## config.mk

```make
export PLATFORM = sky130hd
export DESIGN_NAME = branch_displacement_backpatcher_top
export DESIGN_NICKNAME = d
export VERILOG_FILES = /design/src/hdl/bdbp_pkg.sv /design/src/hdl/bdbp_ctrl.sv /design/src/hdl/bdbp_datapath.sv /design/src/hdl/branch_displacement_backpatcher_top.sv
export SDC_FILE = /design/constraint.sdc
export NUM_CORES = 1
export LEC_CHECK = 0
export ABC_CLOCK_PERIOD_IN_PS = 6300
export BUFFER_PORTS_ARGS = -buffer_cell sky130_fd_sc_hd__buf_2
export CAP_MARGIN = 10
export CORE_MARGIN = 2
export CORE_UTILIZATION = 33
export CTS_CLUSTER_SIZE = 30
export DETAILED_ROUTE_END_ITERATION = 16
export SLEW_MARGIN = 10
export SYNTH_ARGS = -nofsm -noshare
export SYNTH_HDL_FRONTEND = slang
export SYNTH_SLANG_ARGS = --single-unit
```

## constraint.sdc

```tcl
create_clock -name clk -period 6.3 [get_ports clk]
set_input_delay 0.315 -clock clk [delete_from_list [all_inputs] [get_ports clk]]
set_output_delay 0.315 -clock clk [all_outputs]
set_load 0.01 [all_outputs]
```

## src/hdl/bdbp_pkg.sv

```systemverilog
// ----------------------------------------------------------------------------
// bdbp_pkg
// Types and constants shared by the branch displacement backpatcher modules.
// ----------------------------------------------------------------------------
package bdbp_pkg;

  // Result limit per input word, and the width of a counter that holds it.
  localparam int MAX_RESULTS = 64;
  localparam int RES_CNT_W   = $clog2(MAX_RESULTS + 1);

  // The byte buffer and the label space match the field widths, so
  // addresses wrap at 16 bits and labels compare on all 8 bits.
  localparam int BUFFER_BYTES = 65536;
  localparam int LABEL_COUNT  = 256;

  localparam logic [1:0] ERR_NONE  = 2'd0;
  localparam logic [1:0] ERR_RANGE = 2'd1;
  localparam logic [1:0] ERR_FULL  = 2'd2;

  localparam logic CMD_ADD    = 1'b0;
  localparam logic CMD_DEFINE = 1'b1;

  localparam logic KIND_REL8  = 1'b0;
  localparam logic KIND_REL32 = 1'b1;

  typedef struct packed {
    logic        cmd;
    logic [7:0]  label_id;
    logic [15:0] position;
    logic        fix_kind;
  } in_item_t;

  typedef struct packed {
    logic [15:0] byte_addr;
    logic [7:0]  byte_value;
    logic [1:0]  error_code;
    logic        last;
  } out_item_t;

  typedef struct packed {
    logic [7:0]  label;
    logic [15:0] site;
    logic        kind;
  } fixup_t;

  typedef enum logic [3:0] {
    ST_IDLE,
    ST_DISPATCH,
    ST_ADD,
    ST_FULL,
    ST_RD,
    ST_EVAL,
    ST_FIX,
    ST_EMIT,
    ST_REPLACE,
    ST_FLUSH
  } state_t;

  typedef struct packed {
    logic load;
    logic add;
    logic err_full;
    logic rd;
    logic skip;
    logic start_fix;
    logic emit;
    logic replace;
    logic flush;
  } dp_cmd_t;

  typedef struct packed {
    logic is_define;
    logic full;
    logic scan_end;
    logic match;
    logic last_byte;
  } dp_status_t;

endpackage

```

## src/hdl/bdbp_ctrl.sv

```systemverilog
// ----------------------------------------------------------------------------
// bdbp_ctrl
// Sequencer for adds, table-full errors and the define scan.
// ----------------------------------------------------------------------------
module bdbp_ctrl (
  input  logic                  clk,
  input  logic                  rst_n,
  input  logic                  start,
  output logic                  busy,
  input  bdbp_pkg::dp_status_t  status,
  output bdbp_pkg::dp_cmd_t     cmd
);

  bdbp_pkg::state_t state_r;
  bdbp_pkg::state_t state_nxt;

  always_ff @(posedge clk) begin
    if (!rst_n) begin
      state_r <= bdbp_pkg::ST_IDLE;
    end else begin
      state_r <= state_nxt;
    end
  end

  always_comb begin
    state_nxt = state_r;
    case (state_r)
      bdbp_pkg::ST_IDLE: begin
        if (start) state_nxt = bdbp_pkg::ST_DISPATCH;
      end
      bdbp_pkg::ST_DISPATCH: begin
        if (status.is_define)  state_nxt = bdbp_pkg::ST_RD;
        else if (status.full)  state_nxt = bdbp_pkg::ST_FULL;
        else                   state_nxt = bdbp_pkg::ST_ADD;
      end
      bdbp_pkg::ST_ADD:     state_nxt = bdbp_pkg::ST_IDLE;
      bdbp_pkg::ST_FULL:    state_nxt = bdbp_pkg::ST_IDLE;
      bdbp_pkg::ST_RD: begin
        state_nxt = status.scan_end ? bdbp_pkg::ST_FLUSH : bdbp_pkg::ST_EVAL;
      end
      bdbp_pkg::ST_EVAL: begin
        state_nxt = status.match ? bdbp_pkg::ST_FIX : bdbp_pkg::ST_RD;
      end
      bdbp_pkg::ST_FIX:     state_nxt = bdbp_pkg::ST_EMIT;
      bdbp_pkg::ST_EMIT: begin
        if (status.last_byte) state_nxt = bdbp_pkg::ST_REPLACE;
      end
      bdbp_pkg::ST_REPLACE: state_nxt = bdbp_pkg::ST_RD;
      bdbp_pkg::ST_FLUSH:   state_nxt = bdbp_pkg::ST_IDLE;
      default:              state_nxt = bdbp_pkg::ST_IDLE;
    endcase
  end

  always_comb begin
    cmd  = '0;
    busy = 1'b1;
    case (state_r)
      bdbp_pkg::ST_IDLE: begin
        busy     = 1'b0;
        cmd.load = start;
      end
      bdbp_pkg::ST_DISPATCH: ;
      bdbp_pkg::ST_ADD:     cmd.add       = 1'b1;
      bdbp_pkg::ST_FULL:    cmd.err_full  = 1'b1;
      bdbp_pkg::ST_RD:      cmd.rd        = 1'b1;
      bdbp_pkg::ST_EVAL:    cmd.skip      = !status.match;
      bdbp_pkg::ST_FIX:     cmd.start_fix = 1'b1;
      bdbp_pkg::ST_EMIT:    cmd.emit      = 1'b1;
      bdbp_pkg::ST_REPLACE: cmd.replace   = 1'b1;
      bdbp_pkg::ST_FLUSH:   cmd.flush     = 1'b1;
      default: ;
    endcase
  end

endmodule

```

## src/hdl/bdbp_datapath.sv

```systemverilog
// ----------------------------------------------------------------------------
// bdbp_datapath
// Fixup table memory, scan index, displacement arithmetic and result register.
// ----------------------------------------------------------------------------
module bdbp_datapath #(
  parameter int FIXUP_SLOTS = 16
) (
  input  logic                  clk,
  input  logic                  rst_n,
  input  bdbp_pkg::in_item_t    in_item,
  input  bdbp_pkg::dp_cmd_t     cmd,
  output bdbp_pkg::dp_status_t  status,
  output logic                  out_strobe,
  output bdbp_pkg::out_item_t   out_item
);

  localparam int IDXW = (FIXUP_SLOTS > 1) ? $clog2(FIXUP_SLOTS) : 1;
  localparam int CNTW = $clog2(FIXUP_SLOTS + 1);
  localparam int RCW  = bdbp_pkg::RES_CNT_W;

  bdbp_pkg::fixup_t mem [FIXUP_SLOTS];

  bdbp_pkg::in_item_t   item_r;
  bdbp_pkg::fixup_t     rd_a_r;
  bdbp_pkg::fixup_t     rd_b_r;
  logic [CNTW-1:0]      count_r;
  logic [CNTW-1:0]      idx_r;
  logic [RCW-1:0]       res_cnt_r;
  logic [1:0]           k_r;
  logic signed [17:0]   disp_r;
  logic                 range_err_r;
  bdbp_pkg::out_item_t  pend_r;
  logic                 pend_v_r;
  logic                 out_strobe_r;
  bdbp_pkg::out_item_t  out_r;

  logic [CNTW-1:0]      last_idx;
  logic signed [17:0]   disp_nxt;
  logic [31:0]          disp32;
  bdbp_pkg::out_item_t  new_res;
  logic                 can_emit;

  assign last_idx = count_r - CNTW'(1);

  // Both offsets fit an 18-bit signed difference; rel32 bytes come from its
  // sign extension.
  assign disp_nxt = $signed({2'b00, item_r.position}) - $signed({2'b00, rd_a_r.site})
                  - ((rd_a_r.kind == bdbp_pkg::KIND_REL32) ? 18'sd4 : 18'sd1);
  assign disp32   = {{14{disp_r[17]}}, disp_r};

  always_comb begin
    new_res.byte_addr  = rd_a_r.site + {14'd0, k_r};
    new_res.byte_value = 8'(disp32 >> {k_r, 3'b000});
    new_res.error_code = bdbp_pkg::ERR_NONE;
    new_res.last       = 1'b0;
    if (rd_a_r.kind == bdbp_pkg::KIND_REL8 && range_err_r) begin
      new_res.byte_value = 8'd0;
      new_res.error_code = bdbp_pkg::ERR_RANGE;
    end
  end

  assign can_emit = res_cnt_r < RCW'(bdbp_pkg::MAX_RESULTS);

  assign status.is_define = (item_r.cmd == bdbp_pkg::CMD_DEFINE);
  assign status.full      = (count_r >= CNTW'(FIXUP_SLOTS));
  assign status.scan_end  = (idx_r >= count_r);
  assign status.match     = (rd_a_r.label == item_r.label_id);
  assign status.last_byte = (rd_a_r.kind == bdbp_pkg::KIND_REL8) || (k_r == 2'd3);

  // Table memory: one write port, two registered read ports.
  always_ff @(posedge clk) begin
    if (cmd.add) begin
      mem[count_r[IDXW-1:0]] <= '{label: item_r.label_id, site: item_r.position,
                                  kind: item_r.fix_kind};
    end else if (cmd.replace) begin
      mem[idx_r[IDXW-1:0]] <= rd_b_r;
    end
    if (cmd.rd) begin
      rd_a_r <= mem[idx_r[IDXW-1:0]];
      rd_b_r <= mem[last_idx[IDXW-1:0]];
    end
  end

  always_ff @(posedge clk) begin
    if (cmd.load) item_r <= in_item;
    if (cmd.start_fix) begin
      disp_r      <= disp_nxt;
      range_err_r <= (disp_nxt < -18'sd128) || (disp_nxt > 18'sd127);
    end
    if (cmd.emit && can_emit) pend_r <= new_res;
    if (cmd.err_full) begin
      out_r <= '{byte_addr: 16'd0, byte_value: 8'd0,
                 error_code: bdbp_pkg::ERR_FULL, last: 1'b1};
    end else if (cmd.emit && can_emit && pend_v_r) begin
      out_r <= pend_r;
    end else if (cmd.flush && pend_v_r) begin
      out_r <= '{byte_addr: pend_r.byte_addr, byte_value: pend_r.byte_value,
                 error_code: pend_r.error_code, last: 1'b1};
    end
  end

  always_ff @(posedge clk) begin
    if (!rst_n) begin
      count_r      <= '0;
      idx_r        <= '0;
      res_cnt_r    <= '0;
      k_r          <= '0;
      pend_v_r     <= 1'b0;
      out_strobe_r <= 1'b0;
    end else begin
      out_strobe_r <= cmd.err_full || (cmd.emit && can_emit && pend_v_r)
                   || (cmd.flush && pend_v_r);
      if (cmd.load) begin
        idx_r     <= '0;
        res_cnt_r <= '0;
        pend_v_r  <= 1'b0;
      end
      if (cmd.add)       count_r <= count_r + CNTW'(1);
      if (cmd.replace)   count_r <= last_idx;
      if (cmd.skip)      idx_r   <= idx_r + CNTW'(1);
      if (cmd.start_fix) k_r     <= '0;
      if (cmd.emit) begin
        k_r <= k_r + 2'd1;
        if (can_emit) begin
          res_cnt_r <= res_cnt_r + RCW'(1);
          pend_v_r  <= 1'b1;
        end
      end
      if (cmd.flush) pend_v_r <= 1'b0;
    end
  end

  assign out_strobe = out_strobe_r;
  assign out_item   = out_r;

  a_count_bound: assert property (@(posedge clk) disable iff (!rst_n)
    count_r <= CNTW'(FIXUP_SLOTS))
    else $error("fixup count above table size");

  a_full_is_last: assert property (@(posedge clk) disable iff (!rst_n)
    out_strobe_r && out_r.error_code == bdbp_pkg::ERR_FULL |-> out_r.last)
    else $error("table-full error not marked last");

  a_replace_dec: assert property (@(posedge clk) disable iff (!rst_n)
    cmd.replace |=> count_r == $past(count_r) - CNTW'(1))
    else $error("resolved fixup did not shrink the table");

  a_range_zero: assert property (@(posedge clk) disable iff (!rst_n)
    out_strobe_r && out_r.error_code == bdbp_pkg::ERR_RANGE |-> out_r.byte_value == 8'd0)
    else $error("range error carries a nonzero byte");

  a_flush_empties: assert property (@(posedge clk) disable iff (!rst_n)
    cmd.flush |=> !pend_v_r)
    else $error("pending result survived the end of a scan");

endmodule

```

## src/hdl/branch_displacement_backpatcher_top.sv

```systemverilog
// ----------------------------------------------------------------------------
// branch_displacement_backpatcher_top
// Pending branch fixup table that emits displacement byte writes on define.
// ----------------------------------------------------------------------------
// One word is taken while busy is low and start is high; busy stays high
// until the last result of that word sits in the output register, and that
// result is strobed in the first cycle with busy low. A define examines the
// table entries in turn and, for each match, emits its displacement bytes,
// one for rel8 and four for rel32; a resolved slot is refilled from the last
// entry and examined again.
// Results appear one per cycle at most, each for one cycle with out_strobe,
// and cannot be held off, so the receiver must take every strobed word.
// ----------------------------------------------------------------------------
module branch_displacement_backpatcher_top #(
  parameter int FIXUP_SLOTS = 16
) (
  input  logic                 clk,
  input  logic                 rst_n,
  input  logic                 start,
  output logic                 busy,
  input  bdbp_pkg::in_item_t   in_item,
  output logic                 out_strobe,
  output bdbp_pkg::out_item_t  out_item
);

  bdbp_pkg::dp_cmd_t    cmd;
  bdbp_pkg::dp_status_t status;

  bdbp_ctrl u_ctrl (
    .clk    (clk),
    .rst_n  (rst_n),
    .start  (start),
    .busy   (busy),
    .status (status),
    .cmd    (cmd)
  );

  bdbp_datapath #(
    .FIXUP_SLOTS (FIXUP_SLOTS)
  ) u_dp (
    .clk        (clk),
    .rst_n      (rst_n),
    .in_item    (in_item),
    .cmd        (cmd),
    .status     (status),
    .out_strobe (out_strobe),
    .out_item   (out_item)
  );

endmodule
```

==> metrics.md <==
| Metric | Value |
|---|---|
| Vias in the first global route | `15300` |
| Arr. time, crit path | `4.10 ns` |
| Htree depth | `2` |
| EDFF count, synth | `520` |
| Total Routing Usage GR | `15.7%` |
| Fin. max-slew vios | `0` |
| Commonest register cell after synthesis | `edfxtp_1` |
| Area contributors post-synth | `edfxtp_1 59%, mux4_2 21%, dfxtp_1 4.0%` |
| Die H | `286 um` |
| CP cell instances | `inv_1 > ha_4 > buf_4 > mux4_2 > mux4_2` |
| Die Wd | `286 um` |
| Unrepaired setup endpoints after global routing | `false` |
| Total of max-cap violations | `0` |
| First-pass GRT wire length | `96.5 mm` |
| Most common cell in the netlist | `edfxtp_1` |
| Layout Area Growth over Synthesis | `15.2%` |
| Die area | `82000 um2` |
| WP buf/inv | `2` |
| Synth Net Count | `1588` |
| Worst skew pair latency | `0.64 ns` |
| Antenna viol nets, final | `0` |
| Leakage power | `0.00943 uW` |
| Top cells by count, synth | `520 x edfxtp_1, 251 x mux4_2, 162 x nand2_1, 63 x clkbuf_1, 55 x nor2_1` |
| Status | `finished, final reports clean` |
| Crit end category | `flop` |
| Clock transition at the registers of the reported paths | `0.06 ns` |
| Cell Area, Synth | `26300 um2` |
| CP most frequent cell | `mux4_2` |
| Initial Utilization | `33.3%` |
| Power Density | `304 nW/um2` |
| Reg area | `16700 um2` |
| Post-synth top area cell | `edfxtp_1` |
| Vias per cell | `5.45` |
| Flop2flop setup slack | `2.56 ns` |
| Final core utilization | `38.4%` |
| Via Count | `14800` |
| Tcrit/Tclk final | `59.4%` |
| Number of library cell types mapped by synthesis | `76` |
| CTS Buf Count | `60` |
| Total congestion overflow | `0` |
| Final setup vio count | `0` |
| CP Max Fanout | `50` |
| CTS tree | `built` |
| Antenna diode count | `0` |
| Share of cells above drive strength 1 | `28.4%` |
| Critical path required time | `6.66 ns` |
| # IOs | `58` |
| Gpl congestion | `0.821` |
| Syn_area_per_cell | `17.2 um2` |
| Cell family contributing the most delay on the critical path | `adder cells` |
| Max incr delay on CP | `0.89 ns` |
| Worst setup margin | `2.56 ns` |
| Fill cell count | `7160` |
| Multi-input logic area | `9330 um2` |
| CTS root buf | `clkbuf_16` |
| Hpwl dp | `37.7 mm` |
| Largest net degree at the start of global routing | `78` |
| Min-Delay Path Class | `input pin to flop` |
| Nets@finish | `1674` |
| Port buffer count | `57` |
| Worst clock skew | `0.0229 ns` |
| Post_cts resized | `0` |
| WL per Instance | `23.6 um` |
| DR DRC count | `0` |
| DR pass1 iterations | `8` |
| DRT Wirelength | `64.1 mm` |
| Fmax | `267 MHz` |
| Row Count | `103` |
| Antenna violations before repair | `1` |
| Worst setup path class | `flop to flop` |
| Max IR drop VDD | `0.206 mV` |
| Slew margin rel. | `20.0%` |
| Place WS | `2.52 ns` |
| Setup_tns | `0 ns` |
| Yosys warning total | `0` |
| Worst Tran Pin Value | `1.20 ns` |
| Post-synthesis sequential area ratio | `63.3%` |
| CTS Buffer Depth | `3` |
| Clock Sinks | `572` |
| First DRT Iteration DRCs | `1206` |
| CP max-delay cell | `ha_4` |
| Area share of the largest cell type after synthesis | `59.3%` |
| Tmin final | `3.74 ns` |
| Core Box Area | `79000 um2` |
| Syn Inst Count | `1526` |
| Asr flop ratio synth | `0%` |
| Startpoint Class | `flop` |
| Final Hold Fails | `0` |
| Synth Register Bits | `572` |
| Hold WS | `0.128 ns` |
## per-layer routing
metal | share of wire (%) | vias up | track usage [%]
met4 | 1.8 | 0 | 3.44
met5 | 0 | - | 0
met2 | 51 | 531 | 27.7
met3 | 6.5 | 83 | 3.27
li1 | - | 6373 | -
met1 | 40 | 7802 | 19.8
## cell families (layout without fill, tap and decap cells)
group,after synthesis,in the layout,share of synthesized area [%]
compound gates,146,146,3.74
xor+xnor,45,45,1.50
fa+ha+maj,33,33,1.63
buf+inv,128,266,1.96
flops,572,572,63.3
mux,259,259,21.8
simple gates,343,343,6.10
## cell type report
type	instances	area share, %
Timing Repair Buffer	110	2.51
Tap cell	1050	4.33
Inverter	42	0.520
Sequential cell	572	55.0
Clock buffer	70	5.08
Clock inverter	44	1.83
Multi-Input combinational cell	826	30.8
## sequential cells by signal (all words and copies together) (netlist names)
name and cells:
u_dp.rd_b_r 25, u_ctrl.state_r 4, u_dp.pend_r 25, u_dp.status 1
u_dp.count_r 5, u_dp.res_cnt_r 7, u_dp.out_item 27, u_dp.rd_a_r 25
u_dp.item_r 25, u_dp.mem 400, u_dp.k_r 2, u_dp.out_strobe 1
u_dp.pend_v_r 1, u_dp.range_err_r 1, u_dp.idx_r 5, u_dp.disp_r 18
## power breakdown
group / total, uW / internal, uW / switching [uW]
Combinational: 1070 / 461 / 611
Sequential: 4410 / 4330 / 78.7
Clock: 3740 / 2240 / 1500
## worst reg2reg max path: cells and delay by family (launching register included)
kind / cells / cell delay [ns]
DFF: 1 / 0.88
adders and majority gates: 1 / 0.89
muxes: 2 / 0.89
buffers and inverters: 2 / 0.81
## cell usage in the layout, fill, tap and decap left out, types with 17 or more instances in the layout
cell type	netlist	final
dlygate4sd3_1	0	26
nand2_1	162	162
nor2_1	55	37
buf_4	2	26
inv_1	41	39
nor3_1	27	24
ha_1	31	30
a21oi_1	49	49
buf_2	1	57
nor2_4	0	17
o21ai_0	18	17
edfxtp_1	520	520
mux4_2	251	251
xor2_1	17	17
dfxtp_1	52	48
clkbuf_16	0	60
xnor2_1	28	27
nand3_1	25	24
## worst paths after layout
path	endpoint	cells past startpoint	start
worst max register to register	u_dp.rd_b_r[10]$_DFFE_PP_	5	u_dp.count_r[0]$_SDFFE_PN0P_
worst min register to register	u_dp.out_item[2]$_SDFFE_PP1P_	1	u_dp.out_item[2]$_SDFFE_PP1P_
worst min-delay path	u_dp.idx_r[1]$_SDFFE_PN0P_	2	rst_n
worst max-delay path	u_dp.rd_b_r[10]$_DFFE_PP_	5	u_dp.count_r[0]$_SDFFE_PN0P_
## through the flow
stage	power [uW]	instances	instance area, um2
after CTS	9310	2714	30300
final	9230	2714	30300
after floorplan	5240	1526	26300
after global routing	9550	2714	30300
after global placement	5530	2574	28000
after detailed placement	5560	2574	28000
## repair_timing
item,4_1_cts,5_1_grt
buffers inserted,0,0
hold endpoints to repair,26,0
hold buffers,26,0
Note: power is estimated with default switching activity, not from simulation.
